### config.mk
export PLATFORM = sky130hd
export DESIGN_NAME = one_wire_bus_master
export DESIGN_NICKNAME = d
export VERILOG_FILES = /design/src/owb_pkg.sv /design/src/owb_cfg_regs.sv /design/src/owb_engine.sv /design/src/one_wire_bus_master.sv
export SDC_FILE = /design/constraint.sdc
export NUM_CORES = 1
export LEC_CHECK = 0
export ABC_AREA = 1
export BUFFER_PORTS_ARGS = -buffer_cell sky130_fd_sc_hd__buf_4
export CORE_AREA = 5 5 123 125
export CTS_CLUSTER_DIAMETER = 120
export DETAILED_ROUTE_END_ITERATION = 8
export DIE_AREA = 0 0 128 130
export PLACE_DENSITY_LB_ADDON = 0.1
export SLEW_MARGIN = 40
export SYNTH_ARGS = -nofsm -noshare
export SYNTH_HDL_FRONTEND = slang
export SYNTH_SLANG_ARGS = --single-unit
export TNS_END_PERCENT = 5
### constraint.sdc
create_clock -name clk -period 4.1 [get_ports clk]
set_input_delay 0.41 -clock clk [delete_from_list [all_inputs] [get_ports clk]]
set_output_delay 0.41 -clock clk [all_outputs]
set_load 0.03 [all_outputs]
### src/owb_pkg.sv
`timescale 1ns / 1ps
// Package: shared types, command codes and register defaults for the 1-Wire master.
package owb_pkg;

  // Counter width default; the top level hands this down as COUNT_BITS.
  localparam int COUNT_BITS_DEF = 10;

  // Configuration register geometry.
  localparam int REG_BITS  = 10;
  localparam int REG_COUNT = 7;
  localparam int IDX_BITS  = 3;

  // Register indexes.
  localparam logic [IDX_BITS-1:0] REG_RESET_LOW_TIME    = 3'd0;
  localparam logic [IDX_BITS-1:0] REG_PRESENCE_WAIT     = 3'd1;
  localparam logic [IDX_BITS-1:0] REG_RESET_TAIL        = 3'd2;
  localparam logic [IDX_BITS-1:0] REG_SLOT_LOW_TIME     = 3'd3;
  localparam logic [IDX_BITS-1:0] REG_WRITE_HOLD        = 3'd4;
  localparam logic [IDX_BITS-1:0] REG_READ_SAMPLE_DELAY = 3'd5;
  localparam logic [IDX_BITS-1:0] REG_READ_TAIL         = 3'd6;

  // Register reset values, in ticks.
  localparam logic [REG_BITS-1:0] RST_RESET_LOW_TIME    = 10'd480;
  localparam logic [REG_BITS-1:0] RST_PRESENCE_WAIT     = 10'd70;
  localparam logic [REG_BITS-1:0] RST_RESET_TAIL        = 10'd410;
  localparam logic [REG_BITS-1:0] RST_SLOT_LOW_TIME     = 10'd2;
  localparam logic [REG_BITS-1:0] RST_WRITE_HOLD        = 10'd60;
  localparam logic [REG_BITS-1:0] RST_READ_SAMPLE_DELAY = 10'd10;
  localparam logic [REG_BITS-1:0] RST_READ_TAIL         = 10'd50;

  // Command codes carried by an input beat.
  localparam logic [1:0] CMD_TICK  = 2'd0;
  localparam logic [1:0] CMD_RESET = 2'd1;
  localparam logic [1:0] CMD_WRITE = 2'd2;
  localparam logic [1:0] CMD_READ  = 2'd3;

  typedef struct packed {
    logic [1:0] command;
    logic [7:0] data_byte;
    logic       line_level;
  } owb_in_t;

  typedef struct packed {
    logic       drive_low;
    logic       busy_res;
    logic       done_res;
    logic       presence;
    logic [7:0] read_data;
    logic       rejected;
  } owb_out_t;

  // Raw timing registers as seen by the engine.
  typedef struct packed {
    logic [REG_BITS-1:0] reset_low_time;
    logic [REG_BITS-1:0] presence_wait;
    logic [REG_BITS-1:0] reset_tail;
    logic [REG_BITS-1:0] slot_low_time;
    logic [REG_BITS-1:0] write_hold;
    logic [REG_BITS-1:0] read_sample_delay;
    logic [REG_BITS-1:0] read_tail;
  } owb_cfg_t;

endpackage

### src/owb_cfg_regs.sv
`timescale 1ns / 1ps
// Timing register file: seven write-only tick counts with reset defaults.
module owb_cfg_regs (
  input  logic                          clk,
  input  logic                          rst_n,
  input  logic                          wr_en,
  input  logic [owb_pkg::IDX_BITS-1:0]  wr_index,
  input  logic [owb_pkg::REG_BITS-1:0]  wr_data,
  output owb_pkg::owb_cfg_t             cfg
);
  import owb_pkg::*;

  owb_cfg_t cfg_r;
  owb_cfg_t cfg_nxt;

  always_comb begin
    cfg_nxt = cfg_r;
    if (wr_en) begin
      case (wr_index)
        REG_RESET_LOW_TIME:    cfg_nxt.reset_low_time    = wr_data;
        REG_PRESENCE_WAIT:     cfg_nxt.presence_wait     = wr_data;
        REG_RESET_TAIL:        cfg_nxt.reset_tail        = wr_data;
        REG_SLOT_LOW_TIME:     cfg_nxt.slot_low_time     = wr_data;
        REG_WRITE_HOLD:        cfg_nxt.write_hold        = wr_data;
        REG_READ_SAMPLE_DELAY: cfg_nxt.read_sample_delay = wr_data;
        REG_READ_TAIL:         cfg_nxt.read_tail         = wr_data;
        default:               cfg_nxt = cfg_r; // index past the list: drop
      endcase
    end
  end

  always_ff @(posedge clk) begin
    if (!rst_n) begin
      cfg_r.reset_low_time    <= RST_RESET_LOW_TIME;
      cfg_r.presence_wait     <= RST_PRESENCE_WAIT;
      cfg_r.reset_tail        <= RST_RESET_TAIL;
      cfg_r.slot_low_time     <= RST_SLOT_LOW_TIME;
      cfg_r.write_hold        <= RST_WRITE_HOLD;
      cfg_r.read_sample_delay <= RST_READ_SAMPLE_DELAY;
      cfg_r.read_tail         <= RST_READ_TAIL;
    end else begin
      cfg_r <= cfg_nxt;
    end
  end

  assign cfg = cfg_r;

endmodule

### src/owb_engine.sv
`timescale 1ns / 1ps
// Bus sequencer: phase state machine, tick counter, bit shifter and result logic.
module owb_engine #(
  parameter int COUNT_BITS = owb_pkg::COUNT_BITS_DEF
) (
  input  logic              clk,
  input  logic              rst_n,
  input  logic              beat_en,
  input  owb_pkg::owb_in_t  beat,
  input  owb_pkg::owb_cfg_t cfg,
  output owb_pkg::owb_out_t res
);
  import owb_pkg::*;

  // Compare width covers both the counter and the raw register.
  localparam int LW = (COUNT_BITS > REG_BITS) ? COUNT_BITS : REG_BITS;
  localparam logic [LW-1:0] CMAX = LW'((1 << COUNT_BITS) - 1);

  typedef enum logic [6:0] {
    PH_IDLE      = 7'b0000001,
    PH_RST_LOW   = 7'b0000010,
    PH_RST_WAIT  = 7'b0000100,
    PH_RST_TAIL  = 7'b0001000,
    PH_SLOT_LOW  = 7'b0010000,
    PH_SLOT_MID  = 7'b0100000,
    PH_READ_TAIL = 7'b1000000
  } owb_phase_t;

  owb_phase_t              phase_r, phase_nxt;
  logic [COUNT_BITS-1:0]   tick_r, tick_nxt;
  logic [7:0]              shift_r, shift_nxt;
  logic [2:0]              bit_r, bit_nxt;
  logic                    reading_r, reading_nxt;
  logic                    presence_r, presence_nxt;

  logic [COUNT_BITS-1:0]   tick_inc;
  logic [LW-1:0]           tick_cmp;
  logic                    done;
  logic                    rej;

  // Phase length: zero bumps to one where required, then clamp to counter range.
  function automatic logic [LW-1:0] limit_of(input logic [REG_BITS-1:0] d,
                                             input logic min_one);
    logic [LW-1:0] v;
    v = LW'(d);
    if (min_one && (d == '0)) v = LW'(1);
    if (v > CMAX) v = CMAX;
    return v;
  endfunction

  assign tick_inc = tick_r + COUNT_BITS'(1);
  assign tick_cmp = LW'(tick_inc);

  always_comb begin
    phase_nxt    = phase_r;
    tick_nxt     = tick_r;
    shift_nxt    = shift_r;
    bit_nxt      = bit_r;
    reading_nxt  = reading_r;
    presence_nxt = presence_r;
    done         = 1'b0;
    rej          = 1'b0;

    if (beat_en) begin
      if (beat.command != CMD_TICK) begin
        if (phase_r != PH_IDLE) begin
          rej = 1'b1;
        end else begin
          tick_nxt = '0;
          bit_nxt  = '0;
          if (beat.command == CMD_RESET) begin
            phase_nxt = PH_RST_LOW;
          end else begin
            phase_nxt   = PH_SLOT_LOW;
            reading_nxt = (beat.command == CMD_READ);
            shift_nxt   = (beat.command == CMD_WRITE) ? beat.data_byte : 8'h00;
          end
        end
      end else if (phase_r != PH_IDLE) begin
        tick_nxt = tick_inc;
        case (phase_r)
          PH_RST_LOW: begin
            if (tick_cmp >= limit_of(cfg.reset_low_time, 1'b1)) begin
              phase_nxt = PH_RST_WAIT;
              tick_nxt  = '0;
            end
          end
          PH_RST_WAIT: begin
            if (tick_cmp >= limit_of(cfg.presence_wait, 1'b1)) begin
              presence_nxt = ~beat.line_level;
              tick_nxt     = '0;
              if (limit_of(cfg.reset_tail, 1'b0) == '0) begin
                phase_nxt = PH_IDLE;
                done      = 1'b1;
              end else begin
                phase_nxt = PH_RST_TAIL;
              end
            end
          end
          PH_RST_TAIL: begin
            if (tick_cmp >= limit_of(cfg.reset_tail, 1'b0)) begin
              phase_nxt = PH_IDLE;
              tick_nxt  = '0;
              done      = 1'b1;
            end
          end
          PH_SLOT_LOW: begin
            if (tick_cmp >= limit_of(cfg.slot_low_time, 1'b1)) begin
              phase_nxt = PH_SLOT_MID;
              tick_nxt  = '0;
            end
          end
          PH_SLOT_MID: begin
            if (reading_r) begin
              if (tick_cmp >= limit_of(cfg.read_sample_delay, 1'b1)) begin
                shift_nxt = {beat.line_level, shift_r[7:1]};
                tick_nxt  = '0;
                if (limit_of(cfg.read_tail, 1'b0) == '0) begin
                  if (&bit_r) begin
                    bit_nxt   = '0;
                    phase_nxt = PH_IDLE;
                    done      = 1'b1;
                  end else begin
                    bit_nxt   = bit_r + 3'd1;
                    phase_nxt = PH_SLOT_LOW;
                  end
                end else begin
                  phase_nxt = PH_READ_TAIL;
                end
              end
            end else if (tick_cmp >= limit_of(cfg.write_hold, 1'b1)) begin
              shift_nxt = {1'b0, shift_r[7:1]};
              tick_nxt  = '0;
              if (&bit_r) begin
                bit_nxt   = '0;
                phase_nxt = PH_IDLE;
                done      = 1'b1;
              end else begin
                bit_nxt   = bit_r + 3'd1;
                phase_nxt = PH_SLOT_LOW;
              end
            end
          end
          PH_READ_TAIL: begin
            if (tick_cmp >= limit_of(cfg.read_tail, 1'b0)) begin
              tick_nxt = '0;
              if (&bit_r) begin
                bit_nxt   = '0;
                phase_nxt = PH_IDLE;
                done      = 1'b1;
              end else begin
                bit_nxt   = bit_r + 3'd1;
                phase_nxt = PH_SLOT_LOW;
              end
            end
          end
          default: begin
            phase_nxt = PH_IDLE;
            tick_nxt  = '0;
          end
        endcase
      end
    end
  end

  // Result reflects the state after this beat.
  always_comb begin
    res.drive_low = (phase_nxt == PH_RST_LOW) || (phase_nxt == PH_SLOT_LOW) ||
                    ((phase_nxt == PH_SLOT_MID) && !reading_nxt && !shift_nxt[0]);
    res.busy_res  = (phase_nxt != PH_IDLE);
    res.done_res  = done;
    res.presence  = presence_nxt;
    res.read_data = (done && (phase_nxt == PH_IDLE) && reading_nxt) ? shift_nxt : 8'h00;
    res.rejected  = rej;
  end

  always_ff @(posedge clk) begin
    if (!rst_n) begin
      phase_r    <= PH_IDLE;
      tick_r     <= '0;
      shift_r    <= '0;
      bit_r      <= '0;
      reading_r  <= 1'b0;
      presence_r <= 1'b0;
    end else begin
      phase_r    <= phase_nxt;
      tick_r     <= tick_nxt;
      shift_r    <= shift_nxt;
      bit_r      <= bit_nxt;
      reading_r  <= reading_nxt;
      presence_r <= presence_nxt;
    end
  end

endmodule

### src/one_wire_bus_master.sv
`timescale 1ns / 1ps
// Top level: 1-Wire bus master with input stage, sequencer and result register.
//
//   channel  direction  handshake            payload
//   in_      sink       in_valid / in_ready  owb_in_t  (command, data_byte, line_level)
//   out_     source     out_valid/out_ready  owb_out_t (drive, busy, done, presence, ...)
//   cfg_     sink       cfg_wr_en only       cfg_index, cfg_wdata (10-bit tick counts)
//
// Every input beat yields exactly one result beat. A beat is registered in the
// input stage, crosses the combinational sequencer and lands in the result
// register once that register is free, and its result is offered from there;
// one beat is taken per clock while out_ready stays high.
// The sequencer state advances only when the input stage hands a beat on.
// Reset (rst_n low, synchronous) idles the sequencer, empties both stages and
// loads the timing registers with their defaults.
// A stalled result holds the result register; the input stage still takes one
// more beat and then holds too, so no beat is lost while out_ready is low.
module one_wire_bus_master #(
  parameter int COUNT_BITS = owb_pkg::COUNT_BITS_DEF
) (
  input  logic                          clk,
  input  logic                          rst_n,
  // input beats
  input  logic                          in_valid,
  output logic                          in_ready,
  input  owb_pkg::owb_in_t              in_data,
  // result beats
  output logic                          out_valid,
  input  logic                          out_ready,
  output owb_pkg::owb_out_t             out_data,
  // timing register writes
  input  logic                          cfg_wr_en,
  input  logic [owb_pkg::IDX_BITS-1:0]  cfg_index,
  input  logic [owb_pkg::REG_BITS-1:0]  cfg_wdata
);
  import owb_pkg::*;

  owb_cfg_t cfg;

  logic     s1_valid_r, s1_valid_nxt;
  owb_in_t  s1_data_r;
  logic     out_valid_r, out_valid_nxt;
  owb_out_t out_data_r;
  owb_out_t res;

  logic     out_free;
  logic     s1_fire;
  logic     in_fire;

  owb_cfg_regs u_cfg (
    .clk      (clk),
    .rst_n    (rst_n),
    .wr_en    (cfg_wr_en),
    .wr_index (cfg_index),
    .wr_data  (cfg_wdata),
    .cfg      (cfg)
  );

  owb_engine #(
    .COUNT_BITS (COUNT_BITS)
  ) u_engine (
    .clk     (clk),
    .rst_n   (rst_n),
    .beat_en (s1_fire),
    .beat    (s1_data_r),
    .cfg     (cfg),
    .res     (res)
  );

  // Result register is free when empty or being drained this cycle.
  assign out_free = !out_valid_r || out_ready;
  // Advance the staged beat through the sequencer into the result register.
  assign s1_fire  = s1_valid_r && out_free;
  // Take a new beat whenever the input stage empties or moves on.
  assign in_ready = !s1_valid_r || out_free;
  assign in_fire  = in_valid && in_ready;

  always_comb begin
    s1_valid_nxt  = in_fire ? 1'b1 : (s1_fire ? 1'b0 : s1_valid_r);
    out_valid_nxt = s1_fire ? 1'b1 : (out_ready ? 1'b0 : out_valid_r);
  end

  always_ff @(posedge clk) begin
    if (!rst_n) begin
      s1_valid_r  <= 1'b0;
      out_valid_r <= 1'b0;
    end else begin
      s1_valid_r  <= s1_valid_nxt;
      out_valid_r <= out_valid_nxt;
    end
  end

  // Payload registers: load on handoff, otherwise hold.
  always_ff @(posedge clk) begin
    if (in_fire) begin
      s1_data_r <= in_data;
    end
    if (s1_fire) begin
      out_data_r <= res;
    end
  end

  assign out_valid = out_valid_r;
  assign out_data  = out_data_r;

endmodule
==> flow_summary_export.csv <==
group,metric,value,unit
die,initial_utilization,54.1,%
detailed_routing,num_vias,6491,
die,fp-row-count,43,
pwr,p_per_area,370,nW/µm²
sta,finClkSkew,0.00573,ns
setup_path,r2r_slack,0.38,ns
place,portBuffers,43,
synthesis,synth_area,7450,µm²
clocking,root_buffer,"clkbuf_16",
sta,final_max_slew_viol_count,0,
setup_path,cp.required,4.26,ns
detailed_routing,wl_per_cell,16.3,µm
die,die_x,128,µm
sta,max_freq,269,MHz
finish,final_common_cell,"nand2_1",
clocking,clkSinkCount,126,
finish,most-common-layout-cells,"nand2_1, inv_1, dfxtp_1",
sta,rsz0062_at_grt,"no",
synthesis,synth_top_area_share,27.4,%
die,die_h,130,µm
synthesis,synth_fp_nets,1079,
clocking,insertion_delay,0.43,ns
detailed_routing,drt-vias-per-instance,5.35,
die,die_area,16600,µm²
setup_path,worstSetupStartpointType,"register",
clocking,cts_tree,"yes",
hold_path,min_to,"s1_data_r[8]",
setup_path,path_class,"register to register",
synthesis,yosysSeqAreaShare,37.1,%
detailed_routing,antenna_left,0,
synthesis,yosysWarningCount,0,
detailed_routing,drt-total-wl,19.8,mm
finish,nNetsFinal,1123,
setup_path,reg2reg_from,"u_engine.tick_r[2]",
setup_path,end_kind,"register",
synthesis,synth_area_per_cell,7.63,µm²
setup_path,worstPathMaxFanout,5,
finish,area_growth,14.7,%
sta,fin_tns_setup,0,ns
sta,slew_headroom,51.8,%
detailed_routing,drc,0,
flow_run,cap_violations,0,
synthesis,ys_ff_latch,126,
global_routing,grt_pass1_vias,6004,
sta,final-setup-viol-count,0,
place,routabilityCongestion,0.942,
synthesis,ys_async_sr_fraction,0,%
global_routing,grt.overflow.total,0,
clocking,cts_setup_buffers,0,
clocking,numCtsBuffers,17,
sta,whs,0.159,ns
setup_path,r2r-end,"out_data[11]",
sta,hold_violations,0,
synthesis,synth_area_leaders,"dfxtp_1, ha_1, edfxtp_1",
synthesis,synth_top_flop_cell,"dfxtp_1",
hold_path,min_from,"in_data[8]",
clocking,cts_hold_buf,0,
setup_path,reg2reg_depth,18,
hold_path,hold_class,"primary input to register",
finish,final.fill_count,1272,
clocking,cts_resized,0,
die,core_area,13800,µm²
global_routing,grt_pass1_wl,32.1,mm
finish,drive_gt1_share,12.9,%
sta,tightest_slew,0.718,ns
sta,timing.final.crit_share,90.8,%
pwr,irDropWorstVdd,0.450,mV
global_routing,grt_antenna_before_repair,0,
sta,final.min_clock_period,3.72,ns
clocking,h-tree-depth,4,
synthesis,synth-edff-count,24,
finish,diodes,0,
synthesis,yosysTopAreaCell,"dfxtp_1",
setup_path,critPathArrivalTime,3.88,ns
global_routing,grt_max_degree,74,
hold_path,holdPathStages,1,
die,ioPinCount,44,
clocking,clockBufferDepth,2,
place,dp_hpwl,14.2,mm
synthesis,synth_cells,977,
clocking,path_clk_slew,0.06,ns
detailed_routing,dr.pass1.iters,5,
pwr,p_leak,3.90,nW
synthesis,synth_cell_type_count,46,
detailed_routing,drt_iter0_drc,425,
outcome,status,"finished, final reports clean",
global_routing,globalRouteTotalUtil,25.1,%
-- worst max-delay path, stage by stage (launching register included) --
cell and delay [ns]:
dfxtp_1 0.42, nand2_1 0.09, nor2_1 0.19, nand4_1 0.16, nand3b_1 0.22, xnor2_1 0.45
buf_4 0.26, ha_1 0.27, a21oi_1 0.17, o21a_1 0.14, nand4_1 0.19, nand2_1 0.12
nand2_1 0.06, nand2_1 0.06, nand2_1 0.05, a21oi_1 0.19, nand3_1 0.19, nor2_1 0.14
nand4_1 0.10
-- through the flow --
stage	setup slack, ns	utilization, %	power (mW)	instances	cell area [µm²]
2_1_floorplan	0.773	-	1.56	977	7450
3_3_place_gp	0.494	57.7	1.66	1182	7950
3_5_place_dp	0.446	57.7	1.66	1182	7950
4_1_cts	0.400	62.1	3.19	1214	8550
5_1_grt	0.0751	62.1	3.30	1214	8550
6_report	0.377	62.1	3.17	1214	8550
-- registers in the layout (all words and copies together) (netlist names) --
register / count
out_valid: 1
u_cfg.cfg: 70
out_data: 13
u_engine.tick_r: 10
u_engine.phase_r: 7
u_engine.bit_r: 3
u_engine.presence_r: 1
u_engine.shift_r: 8
u_engine.reading_r: 1
s1_valid_r: 1
s1_data_r: 11
-- power breakdown --
group	switching, mW	internal, mW	leakage [nW]
clock	0.572	0.951	0.283
combinational	0.210	0.0977	2.56
sequential	0.0239	1.31	1.06
total	0.806	2.36	3.90
-- synthesized netlist by cell type (2+ instances only) --
library cell  instances
o41ai_1               2
o21a_1                3
a211oi_1              2
clkbuf_1             24
a21oi_2               2
o21ai_0              71
nor2_2                7
o21ai_1              10
nor3_1                6
o31ai_1               3
nand2_4               5
nor4_4                3
ha_1                 73
inv_2                15
nand4_1              28
a21o_1                2
clkinv_1              3
nand4_4               3
xnor2_1               2
xor2_1                7
a21oi_1              95
nand2_2               6
inv_1               136
dfxtp_1             102
nand2_1             183
nand3_1              25
nor4_1                3
nor2_1               83
nand3_2               2
edfxtp_1             24
nor2_4                2
o211ai_1             31
-- final cells by class --
class                           instances  area, µm²  area share [%]
Inverter                              155        584            6.83
Tap cell                              180        225            2.63
Timing Repair Buffer                   50        375            4.39
Multi-Input combinational cell        671       4010            46.9
Clock buffer                           17        425            4.98
Clock inverter                         15        170            1.99
Sequential cell                       126       2760            32.3
-- cells by family (layout without fill, tap and decap cells) --
kind of cell / after synthesis / after routing / share of synthesized area, %
muxes: 1 / 1 / 0.134
buffers and inverters: 180 / 237 / 9.20
and+or+nand+nor: 361 / 361 / 23.0
DFF: 126 / 126 / 37.1
xor gates and xnor gates: 9 / 9 / 1.06
AOI/OAI and AO/OA: 227 / 227 / 17.3
adders and majority gates: 73 / 73 / 12.3
-- how the worst max path moves through the flow --
stage,to,start,slack (ns),cells past startpoint
2_1_floorplan,out_data[12],u_engine.tick_r[0],0.77,20
3_3_place_gp,out_data[11],u_engine.tick_r[2],0.49,18
3_5_place_dp,out_data[11],u_engine.tick_r[2],0.45,18
4_1_cts,out_data[11],u_engine.tick_r[2],0.40,18
5_1_grt,out_data[11],u_engine.tick_r[2],0.08,18
6_report,out_data[11],u_engine.tick_r[2],0.38,18
-- metal layers --
metal / GRT usage [%] / vias up / part of all wire, %
met3: 6.51 / 39 / 6.2
met5: 0 / - / 0
li1: - / 3356 / -
met2: 36.8 / 159 / 43
met1: 35.8 / 2937 / 49
met4: 8.74 / 0 / 2.2
No activity file was read; power rests on OpenSTA's default activity.
